**src/sv/playfair_cipher_encrypt_core_assert.svh**
```systemverilog
// ----------------------------------------------------------------------------
// Playfair encryptor assertion macros
// Concurrent check wrappers, compiled out when SYNTH is defined.
// ----------------------------------------------------------------------------
`ifndef PLAYFAIR_CIPHER_ENCRYPT_CORE_ASSERT_SVH
`define PLAYFAIR_CIPHER_ENCRYPT_CORE_ASSERT_SVH

`ifndef SYNTH

// prop must hold at every clock edge outside reset
`define PFE_ASSERT(lbl, clk, rstn, prop) \
    lbl: assert property (@(posedge clk) disable iff (!rstn) prop) \
        else $error("pfe check failed");

// cond must never be true outside reset
`define PFE_NEVER(lbl, clk, rstn, cond) \
    lbl: assert property (@(posedge clk) disable iff (!rstn) !(cond)) \
        else $error("pfe forbidden condition");

`else

`define PFE_ASSERT(lbl, clk, rstn, prop)
`define PFE_NEVER(lbl, clk, rstn, cond)

`endif

`endif

```
**src/sv/pfe_pkg.sv**
```systemverilog
// ----------------------------------------------------------------------------
// pfe_pkg
// Types, constants and helpers shared by the Playfair encryptor modules.
// ----------------------------------------------------------------------------
package pfe_pkg;

    localparam int SQUARE_SIDE    = 5;
    localparam int CELL_COUNT     = SQUARE_SIDE * SQUARE_SIDE;
    localparam int ALPHABET       = 26;
    localparam int LETTER_W       = 5;
    localparam int CELL_W         = $clog2(CELL_COUNT);
    localparam int RC_W           = $clog2(SQUARE_SIDE);
    localparam int QUEUE_DEPTH_DEF = 4;

    typedef logic [LETTER_W-1:0] letter_t;
    typedef logic [CELL_W-1:0]   cell_t;
    typedef logic [RC_W-1:0]     rc_t;

    localparam letter_t CODE_I    = letter_t'(8);
    localparam letter_t CODE_J    = letter_t'(9);
    localparam letter_t CODE_LAST = letter_t'(ALPHABET - 1);
    localparam letter_t PAD_RESET = letter_t'(23);

    typedef enum logic [1:0] {
        CMD_KEY     = 2'd0,
        CMD_KEY_END = 2'd1,
        CMD_MSG     = 2'd2,
        CMD_MSG_END = 2'd3
    } cmd_t;

    typedef enum logic [1:0] {
        OP_PLACE = 2'd0,
        OP_FILL  = 2'd1,
        OP_ENC   = 2'd2
    } op_kind_t;

    typedef enum logic [2:0] {
        BK_IDLE,
        BK_FILL,
        BK_POSA,
        BK_POSB,
        BK_OUT1,
        BK_OUT2
    } bk_state_t;

    typedef struct packed {
        logic [1:0] command;
        letter_t    letter;
    } in_item_t;

    typedef struct packed {
        letter_t cipher_letter;
        logic    pair_last;
    } out_item_t;

    typedef struct packed {
        op_kind_t kind;
        letter_t  a;
        letter_t  b;
    } op_t;

    function automatic letter_t fold_j(letter_t c);
        return (c == CODE_J) ? CODE_I : c;
    endfunction

    // row of a cell index, by compares against multiples of the side
    function automatic rc_t cell_row(cell_t p);
        rc_t r;
        r = '0;
        for (int k = 1; k < SQUARE_SIDE; k++) begin
            if (p >= cell_t'(k * SQUARE_SIDE)) begin
                r = rc_t'(k);
            end
        end
        return r;
    endfunction

    function automatic rc_t cell_col(cell_t p, rc_t r);
        return rc_t'(p - cell_t'(r) * cell_t'(SQUARE_SIDE));
    endfunction

    function automatic rc_t wrap_inc(rc_t x);
        return (x == rc_t'(SQUARE_SIDE - 1)) ? '0 : rc_t'(x + 1'b1);
    endfunction

    function automatic cell_t cell_index(rc_t r, rc_t c);
        return cell_t'(r) * cell_t'(SQUARE_SIDE) + cell_t'(c);
    endfunction

endpackage

```
**src/sv/playfair_cipher_encrypt_core.sv**
```systemverilog
// ----------------------------------------------------------------------------
// playfair_cipher_encrypt_core
// Playfair encryptor: key square build, key-end fill and pair encryption.
// ----------------------------------------------------------------------------
// Usage:
//   s_* channel takes command items (key letter, key end, message letter,
//   message end) with valid/ready. m_* channel returns cipher letters, two
//   per encrypted pair, pair_last set on the second one.
//   cfg_wr_en/cfg_wr_data write the pad letter used at message end.
// Timing:
//   The front part takes one item per cycle while the op queue has room.
//   The back part handles a key letter as it takes the op; on key end it
//   takes the op, then one alphabet letter per cycle. A pair goes
//   through two position reads and two square reads; the next op waits
//   until both cipher letters are loaded. The first enters the output register
//   in BK_OUT1, the second in BK_OUT2 once the receiver has taken the first.
// Reset clears the key (all letters unused, no cells filled), the held
//   letter and the queue, and sets the pad letter to X.
// A stalled receiver holds the output register; the back part waits and
//   the queue fills, after which s_ready drops.
// ----------------------------------------------------------------------------
module playfair_cipher_encrypt_core #(
    parameter int QUEUE_DEPTH = pfe_pkg::QUEUE_DEPTH_DEF
) (
    input  logic               aclk,
    input  logic               aresetn,
    input  logic               s_valid,
    output logic               s_ready,
    input  pfe_pkg::in_item_t  s_data,
    output logic               m_valid,
    input  logic               m_ready,
    output pfe_pkg::out_item_t m_data,
    input  logic               cfg_wr_en,
    input  pfe_pkg::letter_t   cfg_wr_data
);
    import pfe_pkg::*;

    logic q_push, q_full, q_pop, q_empty;
    op_t  push_op, head_op;

    pfe_front u_front (
        .aclk        (aclk),
        .aresetn     (aresetn),
        .s_valid     (s_valid),
        .s_ready     (s_ready),
        .s_data      (s_data),
        .cfg_wr_en   (cfg_wr_en),
        .cfg_wr_data (cfg_wr_data),
        .q_full      (q_full),
        .q_push      (q_push),
        .q_op        (push_op)
    );

    pfe_queue #(
        .DEPTH (QUEUE_DEPTH)
    ) u_queue (
        .aclk    (aclk),
        .aresetn (aresetn),
        .push    (q_push),
        .push_op (push_op),
        .full    (q_full),
        .pop     (q_pop),
        .head_op (head_op),
        .empty   (q_empty)
    );

    pfe_back u_back (
        .aclk    (aclk),
        .aresetn (aresetn),
        .q_empty (q_empty),
        .q_op    (head_op),
        .q_pop   (q_pop),
        .m_valid (m_valid),
        .m_ready (m_ready),
        .m_data  (m_data)
    );

endmodule

```
**src/sv/pfe_ram.sv**
```systemverilog
// ----------------------------------------------------------------------------
// pfe_ram
// Generic single write port, single read port RAM with registered read.
// ----------------------------------------------------------------------------
module pfe_ram #(
    parameter int WIDTH = 5,
    parameter int DEPTH = 32
) (
    input  logic                     aclk,
    input  logic                     we,
    input  logic [$clog2(DEPTH)-1:0] waddr,
    input  logic [WIDTH-1:0]         wdata,
    input  logic                     re,
    input  logic [$clog2(DEPTH)-1:0] raddr,
    output logic [WIDTH-1:0]         rdata
);

    logic [WIDTH-1:0] mem_reg [DEPTH];
    logic [WIDTH-1:0] rdata_reg;

    always_ff @(posedge aclk) begin
        if (we) begin
            mem_reg[waddr] <= wdata;
        end
        if (re) begin
            rdata_reg <= mem_reg[raddr];
        end
    end

    assign rdata = rdata_reg;

endmodule

```
**src/sv/pfe_queue.sv**
```systemverilog
// ----------------------------------------------------------------------------
// pfe_queue
// Small op queue between the front and back parts.
// ----------------------------------------------------------------------------
`include "playfair_cipher_encrypt_core_assert.svh"

module pfe_queue #(
    parameter int DEPTH = pfe_pkg::QUEUE_DEPTH_DEF
) (
    input  logic          aclk,
    input  logic          aresetn,
    input  logic          push,
    input  pfe_pkg::op_t  push_op,
    output logic          full,
    input  logic          pop,
    output pfe_pkg::op_t  head_op,
    output logic          empty
);
    import pfe_pkg::*;

    localparam int PTR_W = $clog2(DEPTH);
    localparam int CNT_W = $clog2(DEPTH + 1);

    op_t              mem_reg [DEPTH];
    logic [PTR_W-1:0] wr_ptr_reg, wr_ptr_next;
    logic [PTR_W-1:0] rd_ptr_reg, rd_ptr_next;
    logic [CNT_W-1:0] count_reg, count_next;

    assign full    = (count_reg == CNT_W'(DEPTH));
    assign empty   = (count_reg == '0);
    assign head_op = mem_reg[rd_ptr_reg];

    always_comb begin
        wr_ptr_next = wr_ptr_reg;
        rd_ptr_next = rd_ptr_reg;
        // pointers wrap at the last entry, so non-power-of-two depths work
        if (push) begin
            wr_ptr_next = (wr_ptr_reg == PTR_W'(DEPTH - 1)) ? '0
                                                           : PTR_W'(wr_ptr_reg + 1'b1);
        end
        if (pop) begin
            rd_ptr_next = (rd_ptr_reg == PTR_W'(DEPTH - 1)) ? '0
                                                           : PTR_W'(rd_ptr_reg + 1'b1);
        end
        count_next  = count_reg;
        if (push && !pop) begin
            count_next = CNT_W'(count_reg + 1'b1);
        end else if (pop && !push) begin
            count_next = CNT_W'(count_reg - 1'b1);
        end
    end

    always_ff @(posedge aclk) begin
        if (!aresetn) begin
            wr_ptr_reg <= '0;
            rd_ptr_reg <= '0;
            count_reg  <= '0;
        end else begin
            wr_ptr_reg <= wr_ptr_next;
            rd_ptr_reg <= rd_ptr_next;
            count_reg  <= count_next;
        end
    end

    always_ff @(posedge aclk) begin
        if (push) begin
            mem_reg[wr_ptr_reg] <= push_op;
        end
    end

    `PFE_NEVER(a_no_push_full, aclk, aresetn, push && full)
    `PFE_NEVER(a_no_pop_empty, aclk, aresetn, pop && empty)
    `PFE_ASSERT(a_count_up, aclk, aresetn, (push && !pop) |=> (count_reg == CNT_W'($past(count_reg) + 1'b1)))

endmodule

```
**src/sv/pfe_front.sv**
```systemverilog
// ----------------------------------------------------------------------------
// pfe_front
// Accepts items, folds J, pairs message letters and queues back-end ops.
// ----------------------------------------------------------------------------
module pfe_front (
    input  logic              aclk,
    input  logic              aresetn,
    input  logic              s_valid,
    output logic              s_ready,
    input  pfe_pkg::in_item_t s_data,
    input  logic              cfg_wr_en,
    input  pfe_pkg::letter_t  cfg_wr_data,
    input  logic              q_full,
    output logic              q_push,
    output pfe_pkg::op_t      q_op
);
    import pfe_pkg::*;

    logic    held_valid_reg, held_valid_next;
    letter_t held_letter_reg, held_letter_next;
    letter_t pad_reg, pad_next;

    logic    accept;
    logic    in_range;
    letter_t in_letter;
    letter_t pad_letter;

    assign s_ready   = !q_full;
    assign accept    = s_valid && !q_full;
    assign in_range  = (s_data.letter <= CODE_LAST);
    assign in_letter = fold_j(s_data.letter);
    // out-of-range pad saturates to Z
    assign pad_letter = fold_j((pad_reg > CODE_LAST) ? CODE_LAST : pad_reg);

    always_comb begin
        q_push           = 1'b0;
        q_op             = '{kind: OP_PLACE, a: in_letter, b: in_letter};
        held_valid_next  = held_valid_reg;
        held_letter_next = held_letter_reg;
        pad_next         = cfg_wr_en ? cfg_wr_data : pad_reg;
        if (accept) begin
            unique case (cmd_t'(s_data.command))
                CMD_KEY: begin
                    q_push = in_range;
                end
                CMD_KEY_END: begin
                    q_push = 1'b1;
                    q_op   = '{kind: OP_FILL, a: in_letter, b: in_letter};
                end
                CMD_MSG: begin
                    if (in_range) begin
                        if (!held_valid_reg) begin
                            held_valid_next  = 1'b1;
                            held_letter_next = in_letter;
                        end else begin
                            held_valid_next = 1'b0;
                            q_push          = 1'b1;
                            q_op = '{kind: OP_ENC, a: held_letter_reg, b: in_letter};
                        end
                    end
                end
                CMD_MSG_END: begin
                    if (held_valid_reg) begin
                        held_valid_next = 1'b0;
                        q_push          = 1'b1;
                        q_op = '{kind: OP_ENC, a: held_letter_reg, b: pad_letter};
                    end
                end
            endcase
        end
    end

    always_ff @(posedge aclk) begin
        if (!aresetn) begin
            held_valid_reg  <= 1'b0;
            held_letter_reg <= '0;
            pad_reg         <= PAD_RESET;
        end else begin
            held_valid_reg  <= held_valid_next;
            held_letter_reg <= held_letter_next;
            pad_reg         <= pad_next;
        end
    end

endmodule

```
**src/sv/pfe_back.sv**
```systemverilog
// ----------------------------------------------------------------------------
// pfe_back
// Owns the key square: places letters, runs the key-end fill and encrypts
// pairs into the output register.
// ----------------------------------------------------------------------------
`include "playfair_cipher_encrypt_core_assert.svh"

module pfe_back (
    input  logic               aclk,
    input  logic               aresetn,
    input  logic               q_empty,
    input  pfe_pkg::op_t       q_op,
    output logic               q_pop,
    output logic               m_valid,
    input  logic               m_ready,
    output pfe_pkg::out_item_t m_data
);
    import pfe_pkg::*;

    bk_state_t             state_reg, state_next;
    logic [ALPHABET-1:0]   used_reg, used_next;
    logic [CELL_W:0]       fill_count_reg, fill_count_next;
    letter_t               fill_idx_reg, fill_idx_next;
    letter_t               b_reg, b_next;
    cell_t                 pa_reg, pa_next;
    cell_t                 idx2_reg, idx2_next;
    logic                  m_valid_reg, m_valid_next;
    out_item_t             m_data_reg, m_data_next;

    // square and position stores
    logic    sq_re, pos_re;
    cell_t   sq_raddr;
    letter_t pos_raddr;
    letter_t sq_rdata;
    cell_t   pos_rdata;

    logic    place_req, do_place;
    letter_t place_letter;
    logic    out_free, out_load, out_last;

    cell_t pb;
    rc_t   r1, c1, r2, c2;
    cell_t idx1, idx2;

    assign out_free = !m_valid_reg || m_ready;

    // pair geometry from the two looked-up positions
    always_comb begin
        pb = pos_rdata;
        r1 = cell_row(pa_reg);
        c1 = cell_col(pa_reg, r1);
        r2 = cell_row(pb);
        c2 = cell_col(pb, r2);
        if (r1 == r2) begin
            idx1 = cell_index(r1, wrap_inc(c1));
            idx2 = cell_index(r1, wrap_inc(c2));
        end else if (c1 == c2) begin
            idx1 = cell_index(wrap_inc(r1), c1);
            idx2 = cell_index(wrap_inc(r2), c1);
        end else begin
            idx1 = cell_index(r1, c2);
            idx2 = cell_index(r2, c1);
        end
    end

    // next state
    always_comb begin
        state_next = state_reg;
        unique case (state_reg)
            BK_IDLE: begin
                if (!q_empty) begin
                    unique case (q_op.kind)
                        OP_FILL: state_next = BK_FILL;
                        OP_ENC:  state_next = BK_POSA;
                        default: state_next = BK_IDLE;
                    endcase
                end
            end
            BK_FILL: begin
                if (fill_idx_reg == CODE_LAST) begin
                    state_next = BK_IDLE;
                end
            end
            BK_POSA: state_next = BK_POSB;
            BK_POSB: state_next = BK_OUT1;
            BK_OUT1: begin
                if (out_free) begin
                    state_next = BK_OUT2;
                end
            end
            BK_OUT2: begin
                if (out_free) begin
                    state_next = BK_IDLE;
                end
            end
            default: state_next = BK_IDLE;
        endcase
    end

    // outputs and datapath
    always_comb begin
        q_pop        = 1'b0;
        place_req    = 1'b0;
        place_letter = fill_idx_reg;
        fill_idx_next = fill_idx_reg;
        b_next       = b_reg;
        pa_next      = pa_reg;
        idx2_next    = idx2_reg;
        pos_re       = 1'b0;
        pos_raddr    = b_reg;
        sq_re        = 1'b0;
        sq_raddr     = idx2_reg;
        out_load     = 1'b0;
        out_last     = 1'b0;
        unique case (state_reg)
            BK_IDLE: begin
                q_pop         = !q_empty;
                fill_idx_next = '0;
                if (!q_empty) begin
                    unique case (q_op.kind)
                        OP_PLACE: begin
                            place_req    = 1'b1;
                            place_letter = q_op.a;
                        end
                        OP_ENC: begin
                            pos_re    = 1'b1;
                            pos_raddr = q_op.a;
                            b_next    = q_op.b;
                        end
                        default: begin
                        end
                    endcase
                end
            end
            BK_FILL: begin
                place_req     = (fill_idx_reg != CODE_J);
                fill_idx_next = letter_t'(fill_idx_reg + 1'b1);
            end
            BK_POSA: begin
                pos_re  = 1'b1;
                pa_next = pos_rdata;
            end
            BK_POSB: begin
                sq_re     = 1'b1;
                sq_raddr  = idx1;
                idx2_next = idx2;
            end
            BK_OUT1: begin
                // read data holds until the slot frees up
                if (out_free) begin
                    out_load = 1'b1;
                    sq_re    = 1'b1;
                end
            end
            BK_OUT2: begin
                out_load = out_free;
                out_last = 1'b1;
            end
            default: begin
            end
        endcase

        do_place = place_req && !used_reg[place_letter]
                   && (fill_count_reg < (CELL_W + 1)'(CELL_COUNT));
        used_next       = used_reg;
        fill_count_next = fill_count_reg;
        if (do_place) begin
            used_next[place_letter] = 1'b1;
            fill_count_next = (CELL_W + 1)'(fill_count_reg + 1'b1);
        end

        m_data_next  = m_data_reg;
        m_valid_next = m_valid_reg && !m_ready;
        if (out_load) begin
            m_valid_next = 1'b1;
            m_data_next  = '{cipher_letter: sq_rdata, pair_last: out_last};
        end
    end

    always_ff @(posedge aclk) begin
        if (!aresetn) begin
            state_reg      <= BK_IDLE;
            used_reg       <= '0;
            fill_count_reg <= '0;
            m_valid_reg    <= 1'b0;
        end else begin
            state_reg      <= state_next;
            used_reg       <= used_next;
            fill_count_reg <= fill_count_next;
            m_valid_reg    <= m_valid_next;
        end
    end

    always_ff @(posedge aclk) begin
        fill_idx_reg <= fill_idx_next;
        b_reg        <= b_next;
        pa_reg       <= pa_next;
        idx2_reg     <= idx2_next;
        m_data_reg   <= m_data_next;
    end

    pfe_ram #(
        .WIDTH (LETTER_W),
        .DEPTH (CELL_COUNT)
    ) u_square (
        .aclk  (aclk),
        .we    (do_place),
        .waddr (cell_t'(fill_count_reg)),
        .wdata (place_letter),
        .re    (sq_re),
        .raddr (sq_raddr),
        .rdata (sq_rdata)
    );

    pfe_ram #(
        .WIDTH (CELL_W),
        .DEPTH (ALPHABET)
    ) u_position (
        .aclk  (aclk),
        .we    (do_place),
        .waddr (place_letter),
        .wdata (cell_t'(fill_count_reg)),
        .re    (pos_re),
        .raddr (pos_raddr),
        .rdata (pos_rdata)
    );

    assign m_valid = m_valid_reg;
    assign m_data  = m_data_reg;

    `PFE_ASSERT(a_used_matches_fill, aclk, aresetn, $countones(used_reg) == int'(fill_count_reg))
    `PFE_NEVER(a_fill_bound, aclk, aresetn, fill_count_reg > (CELL_W + 1)'(CELL_COUNT))
    `PFE_ASSERT(a_out2_after_out1, aclk, aresetn, (state_reg == BK_OUT2) |-> ($past(state_reg) == BK_OUT1 || $past(state_reg) == BK_OUT2))
    `PFE_ASSERT(a_second_has_last, aclk, aresetn, (out_load && state_reg == BK_OUT2) |=> m_data_reg.pair_last)

endmodule
```
**config.mk**
```make
export PLATFORM = sky130hd
export DESIGN_NAME = playfair_cipher_encrypt_core
export DESIGN_NICKNAME = d
export VERILOG_FILES = /design/src/sv/pfe_pkg.sv /design/src/sv/playfair_cipher_encrypt_core.sv /design/src/sv/pfe_ram.sv /design/src/sv/pfe_queue.sv /design/src/sv/pfe_front.sv /design/src/sv/pfe_back.sv
export VERILOG_INCLUDE_DIRS = /design/src /design/src/sv
export SDC_FILE = /design/constraint.sdc
export NUM_CORES = 1
export LEC_CHECK = 0
export BUFFER_PORTS_ARGS = -buffer_cell sky130_fd_sc_hd__buf_2
export CORE_MARGIN = 3
export CORE_UTILIZATION = 48
export DETAILED_ROUTE_END_ITERATION = 7
export GPL_TIMING_DRIVEN = 0
export PLACE_DENSITY = 0.72
export SLEW_MARGIN = 0
export SYNTH_ARGS = -nofsm -noshare
export SYNTH_HDL_FRONTEND = slang
export SYNTH_SLANG_ARGS = --single-unit
export TNS_END_PERCENT = 10
```
**constraint.sdc**
```tcl
create_clock -name aclk -period 6.67 [get_ports aclk]
set_clock_uncertainty 0.2 [all_clocks]
set_input_delay 0.3335 -clock aclk [delete_from_list [all_inputs] [get_ports aclk]]
set_output_delay 0.3335 -clock aclk [all_outputs]
set_load 0.05 [all_outputs]
```
==> results.md <==
* Pins over their slew limit at 0
* Post-Syn Area at roughly 18000 sq um
* Drt pass-1 iters at 5
* IO Pins at 25
* Worst-margin pin slew at 1.223 ns
* Main synth FF type: edfxtp_1
* Yosys Warn Count at 0
* Register area share after synthesis at 0.6303
* Post-route setup slack at 0.3995 ns
* Clock Sinks at 395
* Placed Cells incl. Taps at 1893
* Max FFs per register at 130
* Clock Path Buffers at 3
* Placer Congestion at 0.8880
* Post-Synthesis Cells at ~1400
* Syn_nets at 1472
* Largest net degree at the start of global routing at 32
* Worst Path Required at slightly below 7 ns
* Largest area contributor in the netlist: edfxtp_1
* Syn Area/Cell at 12.79 sq um
* Die W at between 150 and 200 um
* Synth Area in Simple Gates at 0.1266
* Worst Path Max Fanout at 10
* HP Class: primary input to flop
* Peak Freq at 0.1595 GHz
* Max-Cap Viols at 0
* Number of vias per cell at 5.847
* RSZ-0062 raised after global routing: no
* Die footprint at a little under 40000 sq um
* Clock Latency Late Sink at between 0.5 and 0.6 ns
* Status: complete, no violations
* DRC at 0
* CP startpoint kind: flop
* Initial antenna violation count at 0
* Port buffer count at 22
* Via count at 11550
* Reg clk slew, reported paths at 0.06 ns
* Global-route wire length before repair at between 60000 and 70000 um
* Final Hold Vio Count at 0
* Synth unique cells at 73
* Layout cells sized above 1 at 0.09290
* Number of clock buffers inserted by TritonCTS at 39
* Main combinational cell family by area after synthesis: simple AND/OR/NAND/NOR gates
* Synth Area in Compound Gates at 0.1104
* Critical path class: flop to flop
* Core ar. at 36700 sq um
* Max VDD drop at 0.1907 mV
* Layout Nets at 1547
* Post-synth top area share at 0.5678
* Vias in the first global route at 11420
* Post-synthesis mux area share at 0.05709
* Post-CTS Setup Bufs at 0
* Post-layout minimum cycle time at 6.270 ns
* Number of synthesized flops with an enable pin at about 340
* Post-synthesis async set-or-reset flop share at 0
* Power per Cell Area at 448.7 nW/um^2
* N_diodes at 0
* Period utilisation layout at 0.9401
* Slew margin rel. at 0.1837
* Pre-CTS setup slack at -0.1574 ns
* Htree depth at 2
* CTS tree: yes
* Top area cells in the synthesized netlist: edfxtp_1 57%, dfxtp_1 6.3%, nand2_1 3.7%
* XOR/XNOR Fraction of Synth Area at 0.01124
* Hold slack at 0.03730 ns
* Avg WL per Cell at 20.53 um
* Area Growth Syn to Fin at 11.73%
* Number of nets still failing antenna checks after routing at 0
* Overall fraction of global-route tracks in use at 0.2069
* DP HPWL at 27930 um
* Clk root buf: clkbuf_16
* CP endpoint kind: flop
* Count of final setup violators at 0
* GR Overflow Total at 0
* Die Y at 199.3 um
* Yosys reg bits at 395
* Synth Area in Adders at 0.04076
* Critical Path AT at 6.37 ns
* Starting Density at 0.4885
* Routed WL at 40550 um
* Non-filler cells in the finished layout at 1975
* P_leak at 7.020 nW
* Num rows at 70
* DR iter-0 viols at around 1000
final cells by class:
type / count / area, sq um
fillers: 2949 / 16670
flip-flops and latches: 395 / 11300
multi-input cells: 901 / 6216
clock buffers: 49 / 1023
well taps: 468 / 585.6
plain buffers: 60 / 252.7
clock inverters: 22 / 249.0
repair buffers: 34 / 231.5
inverters: 46 / 172.7
repair_timing:
action / in CTS / in global routing
hold endpoints to repair: 14 / 0
hold buffers: 11 / 0
gates resized for setup: 1 / 3
endpoints found under the setup margin: 5 / 5
gates cloned: 0 / 0
metal layers:
metal | track usage | vias to the layer above | part of all wire
li1 | - | 5416 | -
met1 | 0.2727 | 5595 | 0.41
met2 | 0.3474 | 441 | 0.49
met3 | 0.03810 | 96 | 0.072
met4 | 0.07158 | 0 | 0.032
met5 | 0 | - | 0
Yosys cell counts, types with 4 or more instances:
| master | n |
|---|---|
| and3_1 | 15 |
| ha_1 | 44 |
| clkbuf_1 | 40 |
| a21o_1 | 12 |
| nor3_2 | 10 |
| o21a_1 | 33 |
| xor2_1 | 12 |
| edfxtp_1 | 339 |
| and2_1 | 42 |
| mux4_2 | 13 |
| a32o_1 | 8 |
| a31oi_1 | 17 |
| o22ai_1 | 7 |
| inv_1 | 45 |
| a21boi_0 | 4 |
| o211ai_1 | 4 |
| mux2i_1 | 64 |
| buf_1 | 5 |
| and2_0 | 11 |
| a221oi_1 | 4 |
| buf_2 | 14 |
| or3_1 | 4 |
| nor2_1 | 79 |
| dfxtp_1 | 56 |
| or2_2 | 4 |
| nand3_1 | 30 |
| a22oi_1 | 5 |
| a211oi_1 | 51 |
| xnor2_1 | 11 |
| fa_1 | 9 |
| nand2b_1 | 15 |
| o31ai_1 | 4 |
| mux2_2 | 8 |
| a21oi_1 | 52 |
| nand2_1 | 178 |
| nor3_1 | 21 |
| nor4_1 | 8 |
| a311o_1 | 7 |
| nor2b_1 | 20 |
| a311oi_1 | 15 |
| o21ai_0 | 31 |
layout by cell type (no fill, tap or decap), types with 6 or more instances in the layout:
cell type | netlist | layout
a211oi_1 | 51 | 51
a21o_1 | 12 | 12
a21oi_1 | 52 | 52
a311o_1 | 7 | 7
a311oi_1 | 15 | 15
a31oi_1 | 17 | 17
a32o_1 | 8 | 8
and2_0 | 11 | 11
and2_1 | 42 | 42
and3_1 | 15 | 15
buf_2 | 14 | 35
clkbuf_1 | 40 | 49
clkbuf_16 | 0 | 39
clkinv_1 | 1 | 8
clkinv_2 | 0 | 8
dfxtp_1 | 56 | 56
dlygate4sd3_1 | 0 | 11
edfxtp_1 | 339 | 339
fa_1 | 9 | 8
ha_1 | 44 | 44
inv_1 | 45 | 45
mux2_2 | 8 | 8
mux2i_1 | 64 | 64
mux4_2 | 13 | 13
nand2_1 | 178 | 178
nand2b_1 | 15 | 15
nand3_1 | 30 | 30
nor2_1 | 79 | 78
nor2b_1 | 20 | 20
nor3_1 | 21 | 21
nor3_2 | 10 | 10
nor4_1 | 8 | 8
o21a_1 | 33 | 33
o21ai_0 | 31 | 31
o22ai_1 | 7 | 6
xnor2_1 | 11 | 11
xor2_1 | 12 | 12
kinds of logic (layout without fill, tap and decap cells):
kind of cell	Yosys count	after routing
and+or+nand+nor	459	459
DFF	395	395
buffers and inverters	106	211
adders and majority gates	53	53
AOI/OAI and AO/OA	281	281
muxes	85	85
xor gates and xnor gates	23	23
stage by stage:
step                power [mW]  cell area (sq um)  TNS (ns)    util
global placement         6.674              18620   -0.3022  0.5075
global route             9.491              20030         0  0.5459
floorplan                5.770              17930         0       -
CTS                      8.977              20020         0  0.5457
finish                   8.987              20030         0  0.5459
detailed placement       6.762              18640   -0.6061  0.5078
critical path, cell delays in order (launching register included):
cell,delay (ns)
edfxtp_1,0.50
or3b_2,0.50
a21oi_1,0.23
nor2_1,0.14
inv_1,0.24
ha_1,0.20
inv_1,0.05
fa_2,0.51
inv_1,0.14
ha_1,0.20
nor4b_1,0.40
nor2_1,0.15
nand2_1,0.14
fa_1,0.45
nand4_1,0.08
o21ai_0,0.23
nor2_2,0.25
clkbuf_4,0.30
mux2i_1,0.23
o22ai_1,0.16
a311o_1,0.40
a311o_1,0.34
report_power, final:
part | switching [mW] | total (mW) | internal, mW
clock | 0.914 | 2.20 | 1.29
combinational | 2.32 | 3.57 | 1.25
sequential | 0.124 | 3.22 | 3.09
final timing paths:
| kind | startpoint | to | slack, ns | cells after the start |
|---|---|---|---|---|
| max | u_back.pa_reg[1] | u_back.u_square.rdata[1] | 0.40 | 21 |
| min reg2reg | u_back.u_square.rdata[2] | u_back.m_data[3] | 0.23 | 0 |
| min | cfg_wr_en | u_front.pad_reg[4] | 0.04 | 3 |
| max reg2reg | u_back.pa_reg[1] | u_back.u_square.rdata[1] | 0.40 | 21 |
Note: power is estimated with default switching activity, not from simulation.
